File: config.mk
export PLATFORM = sky130hd
export DESIGN_NAME = accel_step_detector_unit
export DESIGN_NICKNAME = d
export VERILOG_FILES = /design/src/asd_pkg.sv /design/src/asd_core.sv /design/src/accel_step_detector_unit.sv
export SDC_FILE = /design/constraint.sdc
export NUM_CORES = 2
export LEC_CHECK = 0
export BUFFER_PORTS_ARGS = -buffer_cell sky130_fd_sc_hd__buf_2
export CORE_MARGIN = 1.5
export CORE_UTILIZATION = 60
export CTS_BUF_LIST = sky130_fd_sc_hd__clkbuf_16
export DETAILED_ROUTE_END_ITERATION = 7
export GPL_TIMING_DRIVEN = 0
export PLACE_DENSITY_LB_ADDON = 0.2
export SLEW_MARGIN = 20
export SYNTH_ARGS = -nofsm -noshare
export SYNTH_HDL_FRONTEND = slang
export SYNTH_HIERARCHICAL = 1
export SYNTH_SLANG_ARGS = --single-unit
File: constraint.sdc
create_clock -name clk -period 12.95 [get_ports clk]
set_input_delay 1.295 -clock clk [delete_from_list [all_inputs] [get_ports clk]]
set_output_delay 1.295 -clock clk [all_outputs]
set_load 0.02 [all_outputs]
File: src/asd_pkg.sv
// Shared types, constants and codes for the accelerometer step detector.
package asd_pkg;

    // Default axis width and fixed field widths
    localparam int AXIS_BITS_DEF = 16;
    localparam int LEVEL_W       = 24;
    localparam int ALPHA_W       = 9;
    localparam int CFG_W         = 16;
    localparam int TIME_W        = 32;
    localparam int COUNT_W       = 32;
    localparam int CFG_IDX_W     = 2;

    // Filter weight scale (alpha is in 1/FRAC_ONE) and rounding offset
    localparam int FRAC_ONE = 256;
    localparam int FRAC_HALF = 128;

    // Register reset values
    localparam logic [ALPHA_W-1:0] ALPHA_RST    = 9'd64;
    localparam logic [CFG_W-1:0]   THRESH_RST   = 16'd9000;
    localparam logic [CFG_W-1:0]   HYST_RST     = 16'd500;
    localparam logic [CFG_W-1:0]   INTERVAL_RST = 16'd250;

    // Register indexes on the config port
    typedef enum logic [CFG_IDX_W-1:0] {
        CFG_ALPHA    = 2'd0,
        CFG_THRESH   = 2'd1,
        CFG_HYST     = 2'd2,
        CFG_INTERVAL = 2'd3
    } cfg_idx_t;

    // Sequencer states
    typedef enum logic [2:0] {
        ST_IDLE,
        ST_SQUARE,
        ST_ROOT,
        ST_FILT_A,
        ST_FILT_B,
        ST_UPDATE
    } state_t;

    // Configuration handed to the core
    typedef struct packed {
        logic [ALPHA_W-1:0] alpha;
        logic [CFG_W-1:0]   threshold;
        logic [CFG_W-1:0]   hyst;
        logic [CFG_W-1:0]   min_interval;
    } cfg_t;

    // One finished result
    typedef struct packed {
        logic [COUNT_W-1:0] step_total;
        logic               step_now;
        logic [LEVEL_W-1:0] level;
    } result_t;

endpackage

File: src/asd_core.sv
// Sequenced datapath: squares, bit-serial square root, low-pass filter, step decision.
module asd_core #(
    parameter int AXIS_BITS = asd_pkg::AXIS_BITS_DEF
) (
    input  logic                          clk,
    input  logic                          rst_n,
    input  logic                          start,
    input  logic signed [AXIS_BITS-1:0]   ax,
    input  logic signed [AXIS_BITS-1:0]   ay,
    input  logic signed [AXIS_BITS-1:0]   az,
    input  logic [asd_pkg::TIME_W-1:0]    t,
    input  asd_pkg::cfg_t                 cfg,
    output logic                          idle,
    output logic                          res_valid,
    input  logic                          res_take,
    output asd_pkg::result_t              res
);

    localparam int SUM_W  = 2 * AXIS_BITS;
    localparam int ROOT_W = AXIS_BITS;
    localparam int REM_W  = ROOT_W + 3;
    localparam int MUL_W  = (AXIS_BITS > asd_pkg::LEVEL_W) ? AXIS_BITS : asd_pkg::LEVEL_W;
    localparam int PROD_W = 2 * MUL_W;
    localparam int ACC_W  = PROD_W + 9;
    localparam int CNT_W  = $clog2(ROOT_W) + 1;
    localparam int LVL_W  = asd_pkg::LEVEL_W;

    asd_pkg::state_t state_reg, state_next;
    logic [CNT_W-1:0]            cnt_reg, cnt_next;
    logic [ACC_W-1:0]            acc_reg, acc_next;
    logic [REM_W-1:0]            rem_reg, rem_next;
    logic [ROOT_W-1:0]           root_reg, root_next;
    logic [LVL_W-1:0]            level_reg, level_next;
    logic                        armed_reg, armed_next;
    logic [asd_pkg::TIME_W-1:0]  last_reg, last_next;
    logic [asd_pkg::COUNT_W-1:0] count_reg, count_next;

    // Captured sample
    logic signed [AXIS_BITS-1:0] x_reg, y_reg, z_reg;
    logic [asd_pkg::TIME_W-1:0]  time_reg;

    // Shared multiplier and its operand selection
    logic signed [AXIS_BITS-1:0] axis_sel;
    logic [AXIS_BITS-1:0]        axis_abs;
    logic [asd_pkg::ALPHA_W-1:0] alpha_eff;
    logic [asd_pkg::ALPHA_W-1:0] alpha_inv;
    logic [MUL_W-1:0]            mul_a, mul_b;
    logic [PROD_W-1:0]           product;

    // Square-root step
    logic [REM_W-1:0]            rem_sh;
    logic [REM_W-1:0]            trial;
    logic                        root_ge;

    // Step decision
    logic                        lvl_over;
    logic [LVL_W-1:0]            lvl_sat;
    logic                        above;
    logic [asd_pkg::CFG_W:0]     rearm_diff;
    logic                        below;
    logic [asd_pkg::TIME_W-1:0]  elapsed;
    logic                        gap_ok;
    logic                        fire;

    // Operand selection for the shared multiplier
    always_comb
    begin
        case (cnt_reg)
            CNT_W'(0): axis_sel = x_reg;
            CNT_W'(1): axis_sel = y_reg;
            default:   axis_sel = z_reg;
        endcase
        // most negative value maps to 2^(AXIS_BITS-1), still fits unsigned
        axis_abs  = axis_sel[AXIS_BITS-1] ? $unsigned(-axis_sel) : $unsigned(axis_sel);
        alpha_eff = (cfg.alpha > asd_pkg::ALPHA_W'(asd_pkg::FRAC_ONE))
                    ? asd_pkg::ALPHA_W'(asd_pkg::FRAC_ONE) : cfg.alpha;
        alpha_inv = asd_pkg::ALPHA_W'(asd_pkg::FRAC_ONE) - alpha_eff;
        case (state_reg)
            asd_pkg::ST_SQUARE:
            begin
                mul_a = MUL_W'(axis_abs);
                mul_b = MUL_W'(axis_abs);
            end
            asd_pkg::ST_FILT_A:
            begin
                mul_a = MUL_W'(alpha_eff);
                mul_b = MUL_W'(root_reg);
            end
            asd_pkg::ST_FILT_B:
            begin
                mul_a = MUL_W'(alpha_inv);
                mul_b = MUL_W'(level_reg);
            end
            default:
            begin
                mul_a = '0;
                mul_b = '0;
            end
        endcase
        product = mul_a * mul_b;
    end

    // One root bit per cycle: bring down two radicand bits, try to subtract
    always_comb
    begin
        rem_sh  = {rem_reg[REM_W-3:0], acc_reg[SUM_W-1 -: 2]};
        trial   = REM_W'({root_reg, 2'b01});
        root_ge = (rem_sh >= trial);
    end

    // Saturated level and peak / interval checks
    always_comb
    begin
        lvl_over   = |acc_reg[ACC_W-1:LVL_W+8];
        lvl_sat    = lvl_over ? '1 : acc_reg[LVL_W+7:8];
        above      = lvl_sat > {cfg.threshold, 8'b0};
        rearm_diff = {1'b0, cfg.threshold} - {1'b0, cfg.hyst};
        // negative re-arm level never reached
        below      = !rearm_diff[asd_pkg::CFG_W] &&
                     (lvl_sat < {rearm_diff[asd_pkg::CFG_W-1:0], 8'b0});
        elapsed    = time_reg - last_reg;
        gap_ok     = elapsed > asd_pkg::TIME_W'(cfg.min_interval);
        fire       = above && !armed_reg && gap_ok;
    end

    // Sequencer
    always_comb
    begin
        state_next = state_reg;
        cnt_next   = cnt_reg;
        acc_next   = acc_reg;
        rem_next   = rem_reg;
        root_next  = root_reg;
        level_next = level_reg;
        armed_next = armed_reg;
        last_next  = last_reg;
        count_next = count_reg;
        res_valid  = 1'b0;
        case (state_reg)
            asd_pkg::ST_IDLE:
            begin
                if (start)
                begin
                    acc_next   = '0;
                    cnt_next   = '0;
                    state_next = asd_pkg::ST_SQUARE;
                end
            end
            asd_pkg::ST_SQUARE:
            begin
                acc_next = acc_reg + ACC_W'(product);
                cnt_next = cnt_reg + CNT_W'(1);
                if (cnt_reg == CNT_W'(2))
                begin
                    cnt_next   = '0;
                    rem_next   = '0;
                    root_next  = '0;
                    state_next = asd_pkg::ST_ROOT;
                end
            end
            asd_pkg::ST_ROOT:
            begin
                acc_next  = acc_reg << 2;
                rem_next  = root_ge ? (rem_sh - trial) : rem_sh;
                root_next = {root_reg[ROOT_W-2:0], root_ge};
                cnt_next  = cnt_reg + CNT_W'(1);
                if (cnt_reg == CNT_W'(ROOT_W - 1))
                    state_next = asd_pkg::ST_FILT_A;
            end
            asd_pkg::ST_FILT_A:
            begin
                // alpha * (mag << 8) plus rounding half
                acc_next   = ACC_W'({product, 8'b0}) + ACC_W'(asd_pkg::FRAC_HALF);
                state_next = asd_pkg::ST_FILT_B;
            end
            asd_pkg::ST_FILT_B:
            begin
                acc_next   = acc_reg + ACC_W'(product);
                state_next = asd_pkg::ST_UPDATE;
            end
            asd_pkg::ST_UPDATE:
            begin
                res_valid = 1'b1;
                if (res_take)
                begin
                    level_next = lvl_sat;
                    armed_next = fire || (armed_reg && !below);
                    if (fire)
                    begin
                        last_next = time_reg;
                        if (count_reg != '1)
                            count_next = count_reg + asd_pkg::COUNT_W'(1);
                    end
                    state_next = asd_pkg::ST_IDLE;
                end
            end
            default:
            begin
                state_next = asd_pkg::ST_IDLE;
            end
        endcase
    end

    // Result as it will be after commit
    always_comb
    begin
        res.step_total = (fire && (count_reg != '1))
                         ? count_reg + asd_pkg::COUNT_W'(1) : count_reg;
        res.step_now   = fire;
        res.level      = lvl_sat;
        idle           = (state_reg == asd_pkg::ST_IDLE);
    end

    // Control and architectural state
    always_ff @(posedge clk or negedge rst_n)
    begin
        if (!rst_n)
        begin
            state_reg <= asd_pkg::ST_IDLE;
            cnt_reg   <= '0;
            level_reg <= '0;
            armed_reg <= 1'b0;
            last_reg  <= '0;
            count_reg <= '0;
        end
        else
        begin
            state_reg <= state_next;
            cnt_reg   <= cnt_next;
            level_reg <= level_next;
            armed_reg <= armed_next;
            last_reg  <= last_next;
            count_reg <= count_next;
        end
    end

    // Datapath registers, no reset
    always_ff @(posedge clk)
    begin
        acc_reg  <= acc_next;
        rem_reg  <= rem_next;
        root_reg <= root_next;
        if (start && idle)
        begin
            x_reg    <= ax;
            y_reg    <= ay;
            z_reg    <= az;
            time_reg <= t;
        end
    end

endmodule

File: src/accel_step_detector_unit.sv
// Top level of the accelerometer step detector: config registers, core, output register.
// The core takes a new input beat only while idle, so it works on one beat at a time.
// Throughput is set by the bit-serial square root over the shared multiply-accumulate
// unit (3 squares, one root bit a cycle, 2 filter terms) and by output back-pressure.
// A finished result waits in the output register while the next beat is taken.
// Reset (async, active low) restores register defaults and clears level, peak, step count.
module accel_step_detector_unit #(
    parameter int AXIS_BITS = asd_pkg::AXIS_BITS_DEF
) (
    input  logic                            clk,
    input  logic                            rst_n,
    // Config write port
    input  logic                            cfg_we,
    input  logic [asd_pkg::CFG_IDX_W-1:0]   cfg_index,
    input  logic [asd_pkg::CFG_W-1:0]       cfg_data,
    // Input channel
    input  logic                            in_valid,
    output logic                            in_ready,
    input  logic signed [AXIS_BITS-1:0]     accel_x,
    input  logic signed [AXIS_BITS-1:0]     accel_y,
    input  logic signed [AXIS_BITS-1:0]     accel_z,
    input  logic [asd_pkg::TIME_W-1:0]      time_ms,
    // Output channel
    output logic                            out_valid,
    input  logic                            out_ready,
    output logic [asd_pkg::COUNT_W-1:0]     step_total,
    output logic                            step_now,
    output logic [asd_pkg::LEVEL_W-1:0]     smoothed_level
);

    asd_pkg::cfg_t    cfg_reg, cfg_next;
    logic             out_valid_reg, out_valid_next;
    asd_pkg::result_t out_reg;

    logic             core_idle;
    logic             res_valid;
    logic             res_take;
    logic             start;
    asd_pkg::result_t res;

    // Register writes
    always_comb
    begin
        cfg_next = cfg_reg;
        if (cfg_we)
        begin
            case (cfg_index)
                asd_pkg::CFG_ALPHA:    cfg_next.alpha        = cfg_data[asd_pkg::ALPHA_W-1:0];
                asd_pkg::CFG_THRESH:   cfg_next.threshold    = cfg_data;
                asd_pkg::CFG_HYST:     cfg_next.hyst         = cfg_data;
                asd_pkg::CFG_INTERVAL: cfg_next.min_interval = cfg_data;
                default:               cfg_next = cfg_reg;
            endcase
        end
    end

    // Handshakes
    assign in_ready = core_idle;
    assign start    = in_valid && core_idle;
    assign res_take = !out_valid_reg || out_ready;

    always_comb
    begin
        out_valid_next = out_valid_reg;
        if (res_valid && res_take)
            out_valid_next = 1'b1;
        else if (out_ready)
            out_valid_next = 1'b0;
    end

    always_ff @(posedge clk or negedge rst_n)
    begin
        if (!rst_n)
        begin
            cfg_reg.alpha        <= asd_pkg::ALPHA_RST;
            cfg_reg.threshold    <= asd_pkg::THRESH_RST;
            cfg_reg.hyst         <= asd_pkg::HYST_RST;
            cfg_reg.min_interval <= asd_pkg::INTERVAL_RST;
            out_valid_reg        <= 1'b0;
        end
        else
        begin
            cfg_reg       <= cfg_next;
            out_valid_reg <= out_valid_next;
        end
    end

    // Output beat payload
    always_ff @(posedge clk)
    begin
        if (res_valid && res_take)
            out_reg <= res;
    end

    asd_core #(
        .AXIS_BITS (AXIS_BITS)
    ) u_core (
        .clk       (clk),
        .rst_n     (rst_n),
        .start     (start),
        .ax        (accel_x),
        .ay        (accel_y),
        .az        (accel_z),
        .t         (time_ms),
        .cfg       (cfg_reg),
        .idle      (core_idle),
        .res_valid (res_valid),
        .res_take  (res_take),
        .res       (res)
    );

    assign out_valid      = out_valid_reg;
    assign step_total     = out_reg.step_total;
    assign step_now       = out_reg.step_now;
    assign smoothed_level = out_reg.level;

endmodule
After elaboration in Yosys (flattened, before gate mapping)
Index checks and enable logic that the tools add are counted.
{"block": "word_totals", "regBits": 382, "in_bits": 103, "output_inout_bits": 59, "word_cells": 111}
{"block": "classes", "n_addsub": 9, "multipliers": 1, "order_cmp": 5, "n_eq_ne": 16, "mux": 25, "reduce_logical": 34}
{"op": "case mux 57 bit (4 select lines)", "n": 1}
{"op": "case mux 24 bit (3 select lines)", "n": 1}
{"op": "case mux 16 bit (2 select lines)", "n": 2}
{"op": "adder 56 x 8 -> 57 bit, second input constant", "n": 1}
{"op": "adder 57 x 48 -> 57 bit", "n": 1}
{"op": "two-way mux 57 bit", "n": 1}
{"op": "case mux 16 bit (3 select lines)", "n": 1}
{"op": "multiplier 16 x 24 -> 40 bit", "n": 1}
{"op": "two-way mux 17 bit", "n": 2}
{"op": "case mux 17 bit (2 select lines)", "n": 1}
{"op": "adder 32 x 1 -> 32 bit, second input constant", "n": 1}
{"op": "greater-than comparator 32 x 16 -> 1 bit", "n": 1}
{"op": "two-way mux 16 bit", "n": 2}
{"op": "two-way mux 32 bit", "n": 1}
{"op": "inequality test 32 bit, second input constant", "n": 1}
{"op": "subtractor 32 bit", "n": 1}
{"op": "OR reduction 25 bit", "n": 1}
{"op": "greater-than comparator 24 bit", "n": 1}
{"op": "< comparator 24 bit", "n": 1}
{"op": "two-way mux 24 bit", "n": 1}
{"op": "greater-or-equal comparator 19 x 18 -> 1 bit", "n": 1}
{"op": "case mux 3 bit (6 select lines)", "n": 1}
{"op": "subtractor 16 x 16 -> 17 bit", "n": 1}
{"op": "subtractor 17 bit", "n": 1}
{"op": "32 further kinds", "n": 63}

Logic depth before layout (Yosys ltp)
{"block": "logic_depth", "depth_word": 8, "mapped_depth": 50}

Cells and area by module
The synthesis kept the hierarchy.
{"module": "asd_core", "instances": 1, "cells_each": 3447, "area_each_um2": 31585.3, "seq_area_each_um2": 7532.2}
{"module": "accel_step_detector_unit", "instances": 1, "cells_each": 184, "area_each_um2": 4113.9, "seq_area_each_um2": 3185.6}

Worst setup path before layout
No wires, ideal clock.
{"block": "synth_timing", "path_kind": "reg2reg", "start": "register u_core.cnt_reg[0]", "end": "register u_core.acc_reg[48] (data pin)", "t_arrival_ns": 11.061, "required_time_ns": 12.689, "setup_slack_ns": 1.628, "stages_incl_launch_ff": 47, "n_path_buf": 2, "cell_sequence": "dfrtp_1 inv_1 ha_1 nor4b_2 nor2_1 clkbuf_1 nand2_1 nand2_1 inv_1 ha_1 nand3_1 o21ai_0 xor2_1 nor2_1 a221oi_1 clkbuf_1 nor2_1 fa_1 (+11 left out) nor3_1 a221o_1 a211oi_2 o31ai_1 a221oi_1 o21ai_1 a31o_2 xnor2_1 ha_1 nand2_1 o21ai_0 a221o_1 a211o_1 a31oi_1 o41ai_2 nand3_1 xnor2_1 a221o_1"}
{"block": "synth_between", "elab_chain_len": 8, "word_cells_on_any_way": 11, "classes_between": "add/sub: 3; mul: 1; eq/ne: 1; mux: 5; reduce/logical: 1"}
{"element": "start, declared", "line_no": "asd_core.sv:29", "source": "logic [CNT_W-1:0] cnt_reg, cnt_next;"}
{"element": "start signal, assigned", "line_no": "asd_core.sv:229", "source": "cnt_reg <= cnt_next;"}
{"element": "equality test 5 x 1 -> 1 bit / logical NOT 5 bit (equally long branches)", "line_no": "asd_core.sv:68", "source": "case (cnt_reg)"}
{"element": "case mux 16 bit (2 select lines) *", "line_no": "asd_core.sv:68"}
{"element": "negator 16 bit", "line_no": "asd_core.sv:74", "source": "axis_abs = axis_sel[AXIS_BITS-1] ? $unsigned(-axis_sel) : $unsigned(axis_sel);"}
{"element": "two-way mux 16 bit *", "line_no": "asd_core.sv:74"}
{"element": "case mux 16 bit (3 select lines) / case mux 24 bit (3 select lines) (equally long branches)", "line_no": "asd_core.sv:78", "source": "case (state_reg)"}
{"element": "multiplier 16 x 24 -> 40 bit *", "line_no": "asd_core.sv:100", "source": "product = mul_a * mul_b;"}
{"element": "adder 57 x 48 -> 57 bit / adder 56 x 8 -> 57 bit (equally long branches)", "line_no": "asd_core.sv:151, asd_core.sv:178, asd_core.sv:173"}
{"element": "case mux 57 bit (4 select lines) *", "line_no": "asd_core.sv:139", "source": "case (state_reg)"}
{"element": "net u_core.acc_next[48]", "line_no": "asd_core.sv:30", "source": "logic [ACC_W-1:0] acc_reg, acc_next;"}
{"element": "end signal, assigned", "line_no": "asd_core.sv:240", "source": "acc_reg <= acc_next;"}
{"element": "end, declared", "line_no": "asd_core.sv:30"}
The timed path passes the listed nets; every way through them passes the cells marked *.
A chain may end at the register's enable or synchronous reset.

Worst setup path after layout
Ends and elaborated chain as after synthesis.

==> summary.md <==
| Metric | Value |
|---|---|
| Max stage delay on crit path | `0.56 ns` |
| Gpl congestion | `1.008` |
| Root buf cell | `clkbuf_16` |
| Seq/Total Area, Yosys | `30.02%` |
| Die height | `246.9 um` |
| Fin. Hold Viols | `0` |
| Final wirelength | `100.8 mm` |
| Gr ovfl total | `0` |
| Crit path time final | `12.67 ns` |
| Asr flop ratio synth | `40.58%` |
| Max_slew headroom | `24.67%` |
| Most used DFF post-synth | `edfxtp_1` |
| Die ar. | `60970 um2` |
| Max-cap violations | `0` |
| Ratio of cells with drive above 1 in the final layout | `12.50%` |
| Largest net degree at the start of global routing | `84` |
| M3 GR Usage | `7.597%` |
| WP data required | `13.28 ns` |
| Worst reg2reg path depth | `49` |
| Antenna-violating nets left | `0` |
| Syn Area/Cell | `9.832 um2` |
| Worst Skew | `0.01939 ns` |
| Drt pass-1 iters | `6` |
| Core area | `58910 um2` |
| Critical path origin | `u_core/cnt_reg[0]$_DFFE_PN0P_` |
| Slew of the pin with the lowest slew margin | `1.122 ns` |
| Inst Count DP | `4641` |
| Tot GR Track Use | `33.43%` |
| Unrepaired setup endpoints after global routing | `true` |
| Area growth, synth to finish | `11.90%` |
| Routed via count | `28480` |
| Via density | `6.014` |
| Final core utilization | `67.81%` |
| Initial core utilization | `60.60%` |
| # port buffers | `161` |
| Area of the multi-input gates | `23230 um2` |
| Pins Over Slew Limit | `0` |
| CP most frequent cell | `inv_1` |
| Final net count | `4625` |
| Yosys Warn Count | `6` |
| Hold crit path type | `flip-flop to flip-flop` |
| Remaining DRCs | `0` |
| Non-Filler Instances | `4735` |
| Slowest cell on crit path | `fa_1` |
| FF-to-FF End | `u_core/acc_reg[48]$_DFFE_PP_` |
| Critical Path End | `u_core/acc_reg[48]$_DFFE_PP_` |
| Total CTS buffers | `41` |
| Startpoint Class | `flip-flop` |
| Max Root-Sink Buffers | `3` |
| Mapped Area | `35700 um2` |
| Fillers | `4618` |
| Synth Register Bits | `382` |
| Worst-path clk slew | `0.07 ns` |
| # setup viols final | `0` |
| Crit-path max FO | `10` |
| Met1 Use GR | `45.21%` |
| Library cells used by synthesis | `97` |
| I/O pin count | `162` |
| Outcome | `complete, no violations` |
| Vias in the first global route | `27600` |
| Routed len/inst | `21.28 um` |
| R2r setup slk | `0.28 ns` |
| FF/Latch Area | `10720 um2` |
| Final Cycle Share | `97.82%` |
| Most used routing layer | `met2` |
| Post-synth EDFFs | `227` |
| Reg-to-reg startpoint | `u_core/cnt_reg[0]$_DFFE_PN0P_` |
| Arr. time, crit path | `13.00 ns` |
| Met2 usage | `51.61%` |
| Global-route wire length before repair | `155.1 mm` |
| Initial DRC Count | `3072` |
| Hpwl dp | `79.57 mm` |
| Crit Path Class | `flip-flop to flip-flop` |
| Worst skew pair latency | `0.59 ns` |
| Rows | `89` |
| CTS tree | `done` |
| Syn Inst Count | `3631` |
| Initial antenna violation count | `2` |
| Crit end category | `flip-flop` |
| Fmax | `0.07894 GHz` |
| TNS Setup | `0 ns` |
| H-Tree Level Count | `2` |
| Die width | `246.9 um` |
| Clock sinks | `382` |
## placed cells by master (no fill, tap or decap), drive strengths merged, types with 14 or more instances in the layout
| cell type | Yosys | final |
|---|---|---|
| a21o | 84 | 84 |
| nor4 | 17 | 17 |
| fa | 310 | 310 |
| edfxtp | 227 | 227 |
| nand2b | 31 | 31 |
| o21a | 29 | 29 |
| xor2 | 59 | 59 |
| nand3b | 16 | 16 |
| o21bai | 15 | 15 |
| ha | 285 | 285 |
| o31ai | 20 | 20 |
| a22oi | 46 | 46 |
| conb | 2 | 67 |
| a21oi | 135 | 135 |
| inv | 493 | 505 |
| clkinv | 0 | 14 |
| clkbuf | 100 | 135 |
| o21ai | 135 | 135 |
| nand4 | 34 | 34 |
| xnor2 | 139 | 139 |
| nor2b | 28 | 28 |
| a211oi | 23 | 23 |
| buf | 30 | 225 |
| or3 | 40 | 40 |
| nor2 | 257 | 257 |
| nand2 | 384 | 384 |
| a221o | 23 | 23 |
| and2 | 30 | 30 |
| nor3 | 47 | 47 |
| dfstp | 18 | 18 |
| mux2i | 26 | 26 |
| a221oi | 16 | 16 |
| and3 | 34 | 34 |
| mux2 | 116 | 116 |
| a31oi | 19 | 19 |
| nand3 | 83 | 83 |
| dfrtp | 137 | 137 |
## worst min-delay path by stage
stage	start	to	slack (ns)	depth (start not counted)
after floorplan	u_core/time_reg[10]$_DFFE_PP_	u_core/last_reg[10]$_DFFE_PN0P_	0.46	1
after global placement	u_core/last_reg[5]$_DFFE_PN0P_	u_core/last_reg[5]$_DFFE_PN0P_	0.47	1
after detailed placement	u_core/last_reg[4]$_DFFE_PN0P_	u_core/last_reg[4]$_DFFE_PN0P_	0.48	1
after CTS	u_core/last_reg[23]$_DFFE_PN0P_	u_core/last_reg[23]$_DFFE_PN0P_	0.49	1
after global routing	u_core/last_reg[5]$_DFFE_PN0P_	u_core/last_reg[5]$_DFFE_PN0P_	0.50	1
final	u_core/last_reg[30]$_DFFE_PN0P_	u_core/last_reg[30]$_DFFE_PN0P_	0.49	1
## area by class of cell
| type | count | area share [%] |
|---|---|---|
| Tap cell | 773 | 2.421 |
| Inverter | 493 | 4.642 |
| Clock inverter | 33 | 0.7204 |
| Timing Repair Buffer | 194 | 3.019 |
| Clock buffer | 43 | 2.694 |
| Buffer | 124 | 1.513 |
| Sequential cell | 382 | 26.83 |
| Antenna cell | 2 | 0.01253 |
| Multi-Input combinational cell | 2691 | 58.15 |
## metal layers
| metal | share of wire (%) | wire length (um) |
|---|---|---|
| met2 | 45 | 45510 |
| met1 | 40 | 40480 |
| met5 | 0 | 0 |
| met4 | 4.7 | 4721 |
| met3 | 10 | 10050 |
## cells in the mapped netlist, drive strengths merged, types with 17 or more instances
library cell,n,area share [%]
nor2b,28,0.49
xnor2,139,3.4
inv,493,5.2
a31oi,19,0.33
clkbuf,100,1.1
nand2,384,4.1
nor2,257,2.7
mux2i,26,0.73
a21o,84,1.8
nor4,17,0.30
o31ai,20,0.42
buf,30,0.60
and3,34,0.60
nand4,34,0.60
or3,40,0.70
nand2b,31,0.54
a22oi,46,0.97
a211oi,23,0.51
fa,310,17
and2,30,0.53
edfxtp,227,19
a221o,23,0.64
o21ai,135,1.9
nand3,83,1.2
o21a,29,0.61
nor3,47,0.67
ha,285,10
mux2,116,4.1
dfrtp,137,9.6
a21oi,135,1.9
xor2,59,1.4
dfstp,18,1.3
## critical path: cells and delay by family (launching register included)
kind	cells	cell delay, ns
adder cells (fa/ha/maj)	10	4.37
AO/OA/AOI/OAI	12	3.09
XOR/XNOR	3	0.54
flip-flops	1	0.41
AND/OR/NAND/NOR	14	2.57
buffers and inverters	10	1.37
## metrics by stage
| stage | area, um2 | hold slack, ns | worst slack [ns] |
|---|---|---|---|
| floorplan | 35940 | 0.4642 | 1.628 |
| global placement | 37720 | 0.4737 | -1.451 |
| detailed placement | 38000 | 0.4809 | -1.586 |
| CTS | 39590 | 0.4934 | 0.005985 |
| global route | 39950 | 0.5001 | -0.1848 |
| finish | 39950 | 0.4895 | 0.2818 |
## repair_timing
| item | CTS | global route |
|---|---|---|
| endpoints found under the setup margin | 32 | 27 |
| pin swaps | 1 | 9 |
| gates resized for setup | 41 | 73 |
| hold buffers | 0 | 0 |
| buffers inserted | 5 | 17 |
| hold endpoints to repair | 0 | 0 |
## cells by family (layout without fill, tap and decap cells)
| logic type | after synthesis | after routing | synth area share [%] |
|---|---|---|---|
| buf+inv | 623 | 887 | 6.838 |
| fa+ha+maj | 595 | 595 | 27.37 |
| compound gates | 641 | 641 | 12.13 |
| other cells | 2 | 69 | 0.02104 |
| mux | 142 | 142 | 4.809 |
| simple gates | 1048 | 1048 | 13.95 |
| xor+xnor | 198 | 198 | 4.858 |
| flops | 382 | 382 | 30.02 |
Power is not shown: default switching activity piles up to over one toggle a cycle in this logic, so the estimate is an artifact.
